## src/design/btok_pkg.sv

```systemverilog
// Shared types, constants and character codes for the bencode tokenizer.
// No dependencies; every other design file imports this package.
package btok_pkg;

   localparam int MAX_DEPTH      = 32;
   localparam int MAX_INT_DIGITS = 23;

   localparam int BYTE_W   = 8;
   localparam int POS_W    = 32;
   localparam int STACK_AW = $clog2(MAX_DEPTH);
   localparam int DEPTH_W  = $clog2(MAX_DEPTH + 1);
   localparam int DIGIT_W  = $clog2(MAX_INT_DIGITS + 1);

   localparam int QUEUE_DEPTH = 4;
   localparam int QUEUE_AW    = $clog2(QUEUE_DEPTH);
   localparam int QUEUE_CW    = $clog2(QUEUE_DEPTH + 1);

   localparam logic [BYTE_W-1:0] STRING_LIMIT_RESET = 8'hFF;

   localparam logic [BYTE_W-1:0] CHAR_0     = 8'h30;
   localparam logic [BYTE_W-1:0] CHAR_9     = 8'h39;
   localparam logic [BYTE_W-1:0] CHAR_COLON = 8'h3A;
   localparam logic [BYTE_W-1:0] CHAR_D     = 8'h64;
   localparam logic [BYTE_W-1:0] CHAR_E     = 8'h65;
   localparam logic [BYTE_W-1:0] CHAR_I     = 8'h69;
   localparam logic [BYTE_W-1:0] CHAR_L     = 8'h6C;

   typedef enum logic [2:0] {
      TOK_DICT_OPEN = 3'd0,
      TOK_LIST_OPEN = 3'd1,
      TOK_INT_BYTE  = 3'd2,
      TOK_INT_DONE  = 3'd3,
      TOK_STR_BYTE  = 3'd4,
      TOK_STR_EMPTY = 3'd5,
      TOK_END       = 3'd6
   } token_kind_type;

   typedef enum logic [1:0] {
      DERR_NONE      = 2'd0,
      DERR_UNDERFLOW = 2'd1,
      DERR_OVERFLOW  = 2'd2
   } depth_error_type;

   typedef struct packed {
      token_kind_type    kind;
      logic [BYTE_W-1:0] data_byte;
      logic [POS_W-1:0]  position;
      logic [POS_W-1:0]  opener_position;
      logic              token_last;
      depth_error_type   depth_error;
      logic              last_of_run;
   } token_type;

   // Up to two tokens per accepted byte, first in stream order.
   typedef struct packed {
      logic [1:0] count;
      token_type  first;
      token_type  second;
   } emit_type;

   typedef struct packed {
      logic             clear;
      logic             push;
      logic             pop;
      logic [POS_W-1:0] data;
   } stack_req_type;

   typedef struct packed {
      logic [DEPTH_W-1:0] depth;
      logic [POS_W-1:0]   top;
   } stack_stat_type;

endpackage

```

## src/design/btok_stack.sv

```systemverilog
// Opener position stack: memory array plus a registered top-of-stack copy.
// Depends on btok_pkg.
module btok_stack
   import btok_pkg::*;
(
   input  logic           clock,
   input  logic           reset,
   input  stack_req_type  stack_req,
   output stack_stat_type stack_stat
);

   logic [POS_W-1:0]    mem [MAX_DEPTH];
   logic [DEPTH_W-1:0]  depth_ff, depth_in, base;
   logic [POS_W-1:0]    top_ff;
   logic [STACK_AW-1:0] rd_addr;
   logic [DEPTH_W-1:0]  rd_full;

   always_comb begin
      base = stack_req.clear ? '0 : depth_ff;
      depth_in = base;
      if (stack_req.push) begin
         depth_in = base + DEPTH_W'(1);
      end else if (stack_req.pop) begin
         depth_in = base - DEPTH_W'(1);
      end
      // read ahead the entry that will be on top next cycle
      rd_full = depth_in - DEPTH_W'(1);
      rd_addr = rd_full[STACK_AW-1:0];
   end

   always_ff @(posedge clock) begin
      if (reset) begin
         depth_ff <= '0;
      end else begin
         depth_ff <= depth_in;
      end
   end

   always_ff @(posedge clock) begin
      if (stack_req.push) begin
         mem[base[STACK_AW-1:0]] <= stack_req.data;
      end
      // new push bypasses the array read
      top_ff <= stack_req.push ? stack_req.data : mem[rd_addr];
   end

   assign stack_stat.depth = depth_ff;
   assign stack_stat.top   = top_ff;

endmodule

```

## src/design/btok_core.sv

```systemverilog
// Parser state and per-byte token logic; drives the opener stack.
// Depends on btok_pkg.
module btok_core
   import btok_pkg::*;
(
   input  logic              clock,
   input  logic              reset,
   input  logic              en,
   input  logic [BYTE_W-1:0] in_byte,
   input  logic              start_of_file,
   input  logic              csr_we,
   input  logic [BYTE_W-1:0] csr_wdata,
   input  stack_stat_type    stack_stat,
   output stack_req_type     stack_req,
   output emit_type          emit
);

   typedef enum logic [1:0] {
      MODE_NORMAL,
      MODE_INT,
      MODE_STR,
      MODE_SKIP
   } mode_type;

   mode_type           mode_ff, mode_in, mode_eff;
   logic [POS_W-1:0]   bytepos_ff, bytepos_in, bytepos_eff;
   logic [POS_W-1:0]   accum_ff, accum_in, accum_eff;
   logic [POS_W-1:0]   remain_ff, remain_in, remain_eff, remain_dec;
   logic [DIGIT_W-1:0] digits_ff, digits_in, digits_eff;
   logic [POS_W-1:0]   strpos_ff, strpos_in, strpos_eff;
   logic [BYTE_W-1:0]  limit_ff, limit_in;
   logic [DEPTH_W-1:0] depth_eff;
   logic               full, nonempty;
   logic [POS_W-1:0]   pos;
   logic [POS_W+3:0]   times_ten;
   logic [1:0]         n;
   token_type          tok0, tok1, end_tok;

   always_comb begin
      mode_eff    = start_of_file ? MODE_NORMAL : mode_ff;
      bytepos_eff = start_of_file ? '0 : bytepos_ff;
      accum_eff   = start_of_file ? '0 : accum_ff;
      remain_eff  = start_of_file ? '0 : remain_ff;
      digits_eff  = start_of_file ? '0 : digits_ff;
      strpos_eff  = start_of_file ? '0 : strpos_ff;
      depth_eff   = start_of_file ? '0 : stack_stat.depth;
      full        = depth_eff >= DEPTH_W'(MAX_DEPTH);
      nonempty    = depth_eff != '0;
      pos         = bytepos_eff + POS_W'(1);
      remain_dec  = (remain_eff != '0) ? remain_eff - POS_W'(1) : '0;
      // accum * 10 + digit, as shift-and-add
      times_ten   = {3'b000, accum_eff, 1'b0} + {1'b0, accum_eff, 3'b000}
                  + {{POS_W{1'b0}}, in_byte[3:0]};

      end_tok.kind            = TOK_END;
      end_tok.data_byte       = '0;
      end_tok.position        = pos;
      end_tok.opener_position = nonempty ? stack_stat.top : '0;
      end_tok.token_last      = 1'b0;
      end_tok.depth_error     = nonempty ? DERR_NONE : DERR_UNDERFLOW;
      end_tok.last_of_run     = 1'b0;

      tok0 = '0;
      tok1 = '0;
      n    = 2'd0;
      stack_req.clear = en & start_of_file;
      stack_req.push  = 1'b0;
      stack_req.pop   = 1'b0;
      stack_req.data  = pos;

      mode_in    = mode_eff;
      bytepos_in = pos;
      accum_in   = accum_eff;
      remain_in  = remain_eff;
      digits_in  = digits_eff;
      strpos_in  = strpos_eff;

      unique case (mode_eff)
         MODE_STR: begin
            remain_in       = remain_dec;
            tok0.kind       = TOK_STR_BYTE;
            tok0.data_byte  = in_byte;
            tok0.position   = strpos_eff;
            tok0.token_last = remain_dec == '0;
            n               = 2'd1;
            if (remain_dec == '0) begin
               mode_in = MODE_NORMAL;
            end
         end
         MODE_SKIP: begin
            remain_in = remain_dec;
            if (remain_dec == '0) begin
               mode_in = MODE_NORMAL;
            end
         end
         MODE_INT: begin
            if (in_byte == CHAR_E) begin
               tok0.kind     = TOK_INT_DONE;
               tok0.position = strpos_eff;
               tok1          = end_tok;
               n             = 2'd2;
               stack_req.pop = en & nonempty;
               digits_in     = '0;
               mode_in       = MODE_NORMAL;
            end else if (digits_eff < DIGIT_W'(MAX_INT_DIGITS)) begin
               tok0.kind      = TOK_INT_BYTE;
               tok0.data_byte = in_byte;
               tok0.position  = strpos_eff;
               n              = 2'd1;
               digits_in      = digits_eff + DIGIT_W'(1);
            end
         end
         MODE_NORMAL: begin
            priority if (in_byte >= CHAR_0 && in_byte <= CHAR_9) begin
               accum_in = (times_ten[POS_W+3:POS_W] != '0) ? '1 : times_ten[POS_W-1:0];
            end else if (in_byte == CHAR_COLON) begin
               accum_in  = '0;
               strpos_in = pos + POS_W'(1);
               if (accum_eff > {{(POS_W-BYTE_W){1'b0}}, limit_ff}) begin
                  remain_in = accum_eff;
                  mode_in   = MODE_SKIP;
               end else if (accum_eff == '0) begin
                  tok0.kind     = TOK_STR_EMPTY;
                  tok0.position = pos + POS_W'(1);
                  n             = 2'd1;
               end else begin
                  remain_in = accum_eff;
                  mode_in   = MODE_STR;
               end
            end else if (in_byte == CHAR_I) begin
               accum_in       = '0;
               stack_req.push = en & ~full;
               strpos_in      = pos;
               digits_in      = '0;
               mode_in        = MODE_INT;
            end else if (in_byte == CHAR_D || in_byte == CHAR_L) begin
               stack_req.push   = en & ~full;
               tok0.kind        = (in_byte == CHAR_D) ? TOK_DICT_OPEN : TOK_LIST_OPEN;
               tok0.position    = pos;
               tok0.depth_error = full ? DERR_OVERFLOW : DERR_NONE;
               n                = 2'd1;
            end else if (in_byte == CHAR_E) begin
               tok0          = end_tok;
               stack_req.pop = en & nonempty;
               n             = 2'd1;
            end else begin
               n = 2'd0;
            end
         end
         default: begin
            mode_in = MODE_NORMAL;
         end
      endcase

      if (n == 2'd1) begin
         tok0.last_of_run = 1'b1;
      end
      if (n == 2'd2) begin
         tok1.last_of_run = 1'b1;
      end

      emit.count  = en ? n : 2'd0;
      emit.first  = tok0;
      emit.second = tok1;

      limit_in = csr_we ? csr_wdata : limit_ff;
   end

   always_ff @(posedge clock) begin
      if (reset) begin
         mode_ff    <= MODE_NORMAL;
         bytepos_ff <= '0;
         accum_ff   <= '0;
         remain_ff  <= '0;
         digits_ff  <= '0;
         strpos_ff  <= '0;
         limit_ff   <= STRING_LIMIT_RESET;
      end else begin
         limit_ff <= limit_in;
         if (en) begin
            mode_ff    <= mode_in;
            bytepos_ff <= bytepos_in;
            accum_ff   <= accum_in;
            remain_ff  <= remain_in;
            digits_ff  <= digits_in;
            strpos_ff  <= strpos_in;
         end
      end
   end

endmodule

```

## src/design/btok_outq.sv

```systemverilog
// Result queue: takes up to two tokens per cycle, delivers one per cycle while out_ready is high.
// Depends on btok_pkg.
module btok_outq
   import btok_pkg::*;
(
   input  logic      clock,
   input  logic      reset,
   input  emit_type  emit,
   input  logic      out_ready,
   output logic      out_valid,
   output token_type out_token,
   output logic      has_room
);

   token_type           slots [QUEUE_DEPTH];
   logic [QUEUE_AW-1:0] wr_ff, wr_in, rd_ff, rd_in;
   logic [QUEUE_CW-1:0] count_ff, count_in;
   logic                pop;

   always_comb begin
      pop      = out_valid & out_ready;
      wr_in    = wr_ff + QUEUE_AW'(emit.count);
      rd_in    = rd_ff + QUEUE_AW'(pop);
      count_in = count_ff + QUEUE_CW'(emit.count) - QUEUE_CW'(pop);
   end

   always_ff @(posedge clock) begin
      if (reset) begin
         wr_ff    <= '0;
         rd_ff    <= '0;
         count_ff <= '0;
      end else begin
         wr_ff    <= wr_in;
         rd_ff    <= rd_in;
         count_ff <= count_in;
      end
   end

   always_ff @(posedge clock) begin
      if (emit.count != 2'd0) begin
         slots[wr_ff] <= emit.first;
      end
      if (emit.count == 2'd2) begin
         slots[wr_ff + QUEUE_AW'(1)] <= emit.second;
      end
   end

   assign out_valid = count_ff != '0;
   assign out_token = slots[rd_ff];
   assign has_room  = count_ff <= QUEUE_CW'(QUEUE_DEPTH - 2);

endmodule

```

## src/design/bencode_tokenizer.sv

```systemverilog
// Top level of the bencode tokenizer: byte stream in, token stream out.
// Depends on btok_pkg, btok_stack, btok_core and btok_outq.
//
// Takes one byte of a bencoded stream per cycle while req_tready is high and
// turns it into tokens (dict/list open, integer bytes, integer done, string
// bytes, empty string, end). Each accepted byte is fully decoded in the cycle
// it is taken; its tokens land in a four-entry result queue and go out on
// rsp in order. A byte gives zero, one or two tokens; only the 'e' that
// closes an integer gives two. The input takes a byte every cycle while the
// queue has room for two tokens. An integer close always follows an 'i' that
// gives no token, so while rsp is ready the queue never backs up and the
// sustained rate is one byte per cycle; only rsp back-pressure stalls the
// input. Opener positions sit in a 32-entry stack; its top is kept in a
// register read ahead from the array, so pushes and pops never stall input.
// There is no clearing pass after reset. start_of_file on a byte wipes all
// parser state before that byte; string_limit survives it. Write string_limit
// only while the block is idle.
module bencode_tokenizer
   import btok_pkg::*;
(
   input  logic        clock,
   input  logic        reset,
   // input bytes
   input  logic        req_tvalid,
   output logic        req_tready,
   input  logic [7:0]  req_tdata,   // [7:0] in_byte
   input  logic        req_tuser,   // [0] start_of_file
   // tokens
   output logic        rsp_tvalid,
   input  logic        rsp_tready,
   output logic [71:0] rsp_tdata,   // [7:0] data_byte, [39:8] position,
                                    // [71:40] opener_position
   output logic [5:0]  rsp_tuser,   // [2:0] token_kind, [3] token_last,
                                    // [5:4] depth_error
   output logic        rsp_tlast,   // last_of_run
   // string_limit register
   input  logic        csr_we,
   input  logic [7:0]  csr_wdata
);

   logic           accept;
   stack_req_type  stack_req;
   stack_stat_type stack_stat;
   emit_type       emit;
   token_type      head;
   logic           has_room;

   assign accept     = req_tvalid & req_tready;
   assign req_tready = has_room;

   btok_core u_core (
      .clock         (clock),
      .reset         (reset),
      .en            (accept),
      .in_byte       (req_tdata),
      .start_of_file (req_tuser),
      .csr_we        (csr_we),
      .csr_wdata     (csr_wdata),
      .stack_stat    (stack_stat),
      .stack_req     (stack_req),
      .emit          (emit)
   );

   btok_stack u_stack (
      .clock      (clock),
      .reset      (reset),
      .stack_req  (stack_req),
      .stack_stat (stack_stat)
   );

   btok_outq u_outq (
      .clock     (clock),
      .reset     (reset),
      .emit      (emit),
      .out_ready (rsp_tready),
      .out_valid (rsp_tvalid),
      .out_token (head),
      .has_room  (has_room)
   );

   assign rsp_tdata = {head.opener_position, head.position, head.data_byte};
   assign rsp_tuser = {head.depth_error, head.token_last, head.kind};
   assign rsp_tlast = head.last_of_run;

   // after any token is produced, rsp_tvalid is high on the next cycle
   a_emit_visible: assert property (@(posedge clock) disable iff (reset)
      (emit.count != 2'd0) |=> rsp_tvalid)
      else $error("emitted token not visible on rsp");

   // integer done is always followed by its end token in the same run
   a_int_done_not_last: assert property (@(posedge clock) disable iff (reset)
      (rsp_tvalid && head.kind == TOK_INT_DONE) |-> !rsp_tlast)
      else $error("int done marked last of run");

   // only an integer close produces two tokens
   a_pair_is_int_close: assert property (@(posedge clock) disable iff (reset)
      (emit.count == 2'd2) |-> (emit.first.kind == TOK_INT_DONE &&
                                emit.second.kind == TOK_END))
      else $error("unexpected token pair");

   // input is only held off while tokens are waiting
   a_stall_has_backlog: assert property (@(posedge clock) disable iff (reset)
      !req_tready |-> rsp_tvalid)
      else $error("input stalled with empty queue");

endmodule

```

## config.mk

```make
export PLATFORM = sky130hd
export DESIGN_NAME = bencode_tokenizer
export DESIGN_NICKNAME = d
export VERILOG_FILES = /design/src/design/btok_pkg.sv /design/src/design/btok_stack.sv /design/src/design/btok_core.sv /design/src/design/btok_outq.sv /design/src/design/bencode_tokenizer.sv
export SDC_FILE = /design/constraint.sdc
export NUM_CORES = 2
export LEC_CHECK = 0
export BUFFER_PORTS_ARGS = -buffer_cell sky130_fd_sc_hd__buf_2
export CAP_MARGIN = 20
export CELL_PAD_IN_SITES_DETAIL_PLACEMENT = 1
export CELL_PAD_IN_SITES_GLOBAL_PLACEMENT = 1
export CORE_MARGIN = 3
export CORE_UTILIZATION = 49
export CTS_CLUSTER_SIZE = 12
export DETAILED_ROUTE_END_ITERATION = 10
export GPL_ROUTABILITY_DRIVEN = 0
export PLACE_DENSITY = 0.77
export SLEW_MARGIN = 20
export SYNTH_ARGS = -nofsm -noshare
export SYNTH_HDL_FRONTEND = slang
export SYNTH_SLANG_ARGS = --single-unit
```

## constraint.sdc

```tcl
create_clock -name clock -period 7.05 [get_ports clock]
set_clock_uncertainty 0.15 [all_clocks]
set_input_delay 0.3525 -clock clock [delete_from_list [all_inputs] [get_ports clock]]
set_output_delay 0.3525 -clock clock [all_outputs]
set_load 0.05 [all_outputs]
```

[Word-level counts from Yosys, hierarchy flattened]
Memory sizes are Yosys's and may differ from the RTL's. A register that Yosys moved wholly into a read port is not among the register bits.
Cells that the tools add are included.
Word-level totals
  memories: 2
  output and inout bits: 81
  bits in writable memories: 1340
  word-level logic and storage cells: 159
  register bits: 156
  input bits: 22
Memory list
  u_stack.mem: words 32, width 32, read ports 1, clocked after Yosys merged registers in 1, write ports 1, RTL line btok_stack.sv:12  | logic [POS_W-1:0] mem [MAX_DEPTH];
  u_outq.slots: words 4, width 79, read ports 1, clocked after Yosys merged registers in 1, write ports 2, RTL line btok_outq.sv:15  | token_type slots [QUEUE_DEPTH];
Cells by class
  mux-type cells: 98
  $add $sub $neg: 14
  bitwise gates (word level): 6
  order comparisons: 6
  eq/ne operators: 11
  reduce and logical (&&, ||, !) cells: 11
Operator list (number)
  $mux W32: 25
  $mux W79: 4
  $pmux W43 S3: 1
  $add A32 B1 Y32 const B: 2
  $logic_not A32 Y1: 2
  $pmux W32 S2: 1
  $mux W42: 1
  $mux W2: 19
  $add A33 B35 Y36: 1
  $add A36 B4 Y36: 1
  $mux W36: 1
  $mux W33: 1
  $eq A8 B7 Y1 const B: 4
  $gt A32 B8 Y1: 1
  $reduce_bool A32 Y1: 1
  $sub A32 B1 Y32 const B: 1
  $mux W5: 6
  $mux W6: 4
  $mux W8: 3
  $mux W1: 21
  $mux W3: 6
  $pmux W2 S3: 2
  $pmux W5 S2: 1
  $eq A2 B2 Y1 const B: 4
  27 further kinds: 33

[Logic depth before layout (Yosys ltp)]
  word-level depth: 12
  mapped depth: 25
  mapped depth without buffers: 16

[Modules after synthesis]
From an unflattened synthesis, not the netlist that was laid out.
Second synthesis, totals
  cell total of the unflattened synthesis: 4354
  area, all modules: 68964.9 µm²
Modules (own cells, without submodules)
  btok_stack: area each 39562.9 µm², times used 1, cells an instance 1578, seq. area each 30969.7 µm²
  btok_outq: area each 15566.2 µm², times used 1, cells an instance 809, seq. area each 9629.2 µm²
  btok_core: area each 13829.5 µm², times used 1, cells an instance 1966, seq. area each 2862.7 µm²
  bencode_tokenizer: area each 6.3 µm², times used 1, cells an instance 1, seq. area each 0.0 µm²

[Worst setup path after synthesis]
OpenSTA, ideal clock, no wires.
  path type: input to register
  start point: input req_tuser
  end point: memory u_outq.slots[3][0] (netlist bit) (enable)
  data arrival time: 6477 ps
  stages: 23
  slack: -4 ps
  library setup time: 428 ps
  buffers on the path: 13
  required time: 6472 ps
  path through: buf_6 clkbuf_1 buf_2 buf_2 clkbuf_1 buf_2 buf_1 buf_1 clkbuf_1 clkbuf_1 nor2b_1 ha_1 a21o_1 a21o_1 a21oi_1 a2bb2oi_1 nor4_1 o21ai_1 a211o_1 clkbuf_1 buf_2 buf_2 nand2_1
RTL lines
  from (decl): RTL line bencode_tokenizer.sv:27  | input logic req_tuser,
  to (decl): RTL line btok_outq.sv:15

[Final worst setup path]
  start point: register u_core.accum_ff[1]
  end point: register u_core.accum_ff[0]
Between the ends
  word-level cells in the longest chain between the ends: 7
RTL lines
  from (decl): RTL line btok_core.sv:27  | logic [POS_W-1:0] accum_ff, accum_in, accum_eff;
  from (signal assigned): RTL line btok_core.sv:183  | accum_ff <= accum_in;
  $mux W32: RTL line btok_core.sv:42  | accum_eff = start_of_file ? '0 : accum_ff;
  $add A33 B35 Y36: RTL line btok_core.sv:52  | times_ten = {3'b000, accum_eff, 1'b0} + {1'b0, accum_eff, 3'b000}
  $add A36 B4 Y36: RTL line btok_core.sv:53  | + {{POS_W{1'b0}}, in_byte[3:0]};
  $reduce_bool A4 Y1: RTL line btok_core.sv:115  | accum_in = (times_ten[POS_W+3:POS_W] != '0) ? '1 : times_ten[POS_W-1:0];
  $mux W32: RTL line btok_core.sv:115
  $mux W32: RTL line btok_core.sv:114  | priority if (in_byte >= CHAR_0 && in_byte <= CHAR_9) begin
  $mux W32: RTL line btok_core.sv:78  | unique case (mode_eff)
Every way passes these cells.
A chain may end at the register's enable or synchronous reset.

==> flow_summary.yaml <==
logic_synthesis:
  syn-cell-area_um2: 66870
  synthDistinctLibCells: 92
  ys_top_cells_by_area: "sky130_fd_sc_hd__edfxtp_1 58%, sky130_fd_sc_hd__mux4_2 13%, sky130_fd_sc_hd__dfxtp_1 6.1%"
  synth.cells.most_frequent: "1296 x sky130_fd_sc_hd__edfxtp_1, 399 x sky130_fd_sc_hd__mux4_2, 315 x sky130_fd_sc_hd__nand2_1"
  synth_nets: 4585
  area_share_of_the_largest_cell_type_after_synthesis: 0.5819
  synth.most_common_cell: "sky130_fd_sc_hd__edfxtp_1"
  yosysTopAreaCell: "sky130_fd_sc_hd__edfxtp_1"
  synth_seq_cells: 1501
  fraction_of_the_yosys_area_taken_by_sequential_cells: 0.6433
  number_of_enable_flip_flop_cells_after_synthesis: 1296
  ys.warnings.count: 0
  synth-main-ff-cell: "sky130_fd_sc_hd__edfxtp_1"
  syn-mean-instance-area_um2: 14.95
  asyncSetResetFlopFracSynth: 0
  netlist_instances: 4473
sta:
  grt_setup_unrepaired: "no"
  min_period_ps: 5727
  final_max_slew_viol_count: 0
  final-setup-viol-count: 0
  worstMarginPinSlew_ps: 1087
  fmax_mhz: 174.6
  timing_hold_violations_final: 0
  fin_crit_sh: 0.8124
  setup_tns_ps: 0
  normalized_max_slew_margin: 0.2547
setup_path:
  crit_type: "register to register"
  worst_path_dominant_cell_family: "compound AO/OA/AOI/OAI gates"
  worst-path-stages: 16
  path_max_fanout: 20
  start_kind: "register"
  crit_slowest_cell: "sky130_fd_sc_hd__dlygate4sd3_1"
  slowest_delay_ps: 600
  r2r_cells: 16
  critical_path.n_buffers_inverters: 2
  crit_top_cell: "sky130_fd_sc_hd__ha_1"
  worst_ep_arrival_time_ps: 6260
  cp.required_ps: 7590
  timing.critical_path.to_type: "register"
  timing.reg2reg.setup_slack_ps: 1320
  cells_along_the_critical_path: "nor2b_1 > ha_1 > ha_1 > fa_1 > a21o_1 > a21oi_1 > o21ai_0 > a22oi_1 > o31ai_1 > a41oi_1 > mux2i_1 > o211ai_1 > nor3_2 > buf_4 > a211oi_1 > dlygate4sd3_1"
power:
  power_frac_clock: 0.394
  cellLeakagePower_uw: 0.02420
  power.share.switching: 0.2579
  cell_internal_pwr_uw: 14780
  switching_power_uw: 5136
  pwr_density_cell_nw_per_um2: 265.2
  irDropWorstVdd_v: 0.0002603
  comb_power_share: 0.111
  seq_power_share: 0.495
die:
  io_pins: 103
  placement_rows: 134
  design.core.area_um2: 134500
  dieArea_um2: 140900
  die-height_um: 375.4
  die_width_um: 375.4
  initial_core_util: 0.4973
min_path:
  hold_path_depth: 4
  hold_path.class: "input pin to register"
cells_and_area:
  layout-drive-gt1-share: 0.2024
  final_nets: 4680
  layout.filler_cells: 12610
  finalInstanceArea_um2: 75100
  syn2layout_area_growth_pct: 12.30
cts:
  cts.repair_timing.setup_buffer_count: 0
  postCtsResizedCells: 0
  clock_sinks: 1501
  cts-htree-levels: 4
  insertion_delay_ps: 810
  maximum_clock_insertion_buffer_count: 3
  cts-root-buf: "sky130_fd_sc_hd__clkbuf_16"
  tritoncts.num_buffers: 156
  clkTransAtPathRegs_ps: 60
  cts_tree: "yes"
placed_design:
  detailed_place_hpwl_mm: 122.0
  place.port_buffers: 102
  detailed_place.area_um2: 69950
job:
  cap_violations: 0
detailed_routing:
  avgViaCountPerCell: 6.788
  drt_drc_violations_left: 0
  route.vias.total: 43680
  routed_wirelength_mm: 209.2
  route.detailed.wl_per_inst_um: 32.52
  drt-initial-drc-count: 5452
  first_pass_iters: 6
  antenna_violating_nets_post_route: 0
grt:
  vias_in_the_first_global_route: 45330
  grt_start_max_net_pins: 117
  antenna_found_initial: 9
  grt-ovfl-total: 0
  global_route_wire_length_before_repair_mm: 310.3
  global_router_s_overall_resource_usage: 0.2968
run_status:
  run_status: "finished clean"
tightest hold or removal path: cells and delay by family:
family / cells / cell delay [ps]
AOI/OAI and AO/OA: 2 / 250
buffers and inverters: 1 / 280
and+or+nand+nor: 1 / 70
metrics by stage:
step,instances,hold WS (ps),utilization,worst slack [ps],power (uW)
finish,6434,80.21,0.5585,1323,19920
global route,6431,89.46,0.5584,949.5,20490
CTS,6427,4.170,0.5578,1361,19990
detailed placement,6141,298.5,0.5202,1465,12220
global placement,6140,295.0,0.5200,1708,12180
floorplan,4473,286.0,-,24.20,11560
final cells by class:
cell class	count	area, um^2	area share
Timing Repair Buffer	262	2088	0.02781
Clock buffer	205	4234	0.05638
Antenna cell	3	7.507	0.00009996
Tap cell	1768	2212	0.02946
Clock inverter	48	486.7	0.006481
Multi-Input combinational cell	2583	22780	0.3034
Sequential cell	1501	43050	0.5732
Inverter	64	240.2	0.003199
power groups by stage:
stage / combinational [uW] / clock, uW / sequential, uW
3_5_place_dp: 2180 / 0 / 10000
2_1_floorplan: 1640 / 0 / 9920
6_report: 2210 / 7850 / 9850
4_1_cts: 2200 / 7940 / 9850
3_3_place_gp: 2140 / 0 / 10000
5_1_grt: 2330 / 8290 / 9860
layer usage:
| layer | GRT usage | wire length [um] | part of all wire |
|---|---|---|---|
| met4 | 0.1166 | 8169 | 0.039 |
| met5 | 0 | 76 | 0.00036 |
| met2 | 0.4855 | 102700 | 0.49 |
| met3 | 0.05802 | 18640 | 0.089 |
| met1 | 0.3943 | 79660 | 0.38 |
kinds of logic after synthesis:
group | count (synthesis) | synth area share
buffers and inverters | 389 | 0.02236
xor gates and xnor gates | 83 | 0.01098
AOI/OAI and AO/OA | 962 | 0.09130
muxes | 459 | 0.1434
and+or+nand+nor | 989 | 0.07155
DFF | 1501 | 0.6433
adders and majority gates | 90 | 0.01706
what timing repair did:
| action | CTS | global route |
|---|---|---|
| endpoints found under the hold margin | 75 | 0 |
| endpoints found under the setup margin | 0 | 0 |
| hold buffers | 33 | 0 |
sequential cells by signal, summed over array words and instances (netlist names), 5 cells and up, named ones only:
name               cells
u_core.accum_ff       32
u_core.bytepos_ff     32
u_core.digits_ff       5
u_core.limit_ff        8
u_core.remain_ff      32
u_core.strpos_ff      32
u_outq.slots         316
u_stack.depth_ff       6
u_stack.mem         1024
path summary, 6_finish.rpt:
| path | from | endpoint |
|---|---|---|
| worst max-delay path | u_core.accum_ff[1]$_SDFFE_PP0P_ | u_core.accum_ff[0]$_SDFFE_PP0P_ |
| worst min-delay path | req_tuser | u_core.digits_ff[3]$_SDFFE_PP0P_ |
| worst max register to register | u_core.accum_ff[1]$_SDFFE_PP0P_ | u_core.accum_ff[0]$_SDFFE_PP0P_ |
| worst min register to register | u_core.strpos_ff[9]$_SDFFE_PP0P_ | u_core.strpos_ff[9]$_SDFFE_PP0P_ |
placed cells by master, fill, tap and decap left out, drive strengths merged, types with 196 or more instances in the layout:
master | netlist | routed
a21oi | 211 | 211
buf | 65 | 229
clkbuf | 260 | 205
dfxtp | 205 | 205
edfxtp | 1296 | 1296
mux4 | 399 | 399
nand2 | 315 | 315
nor2 | 250 | 250
o21ai | 196 | 196
o22ai | 237 | 237
(Power assumes the default switching activity.)
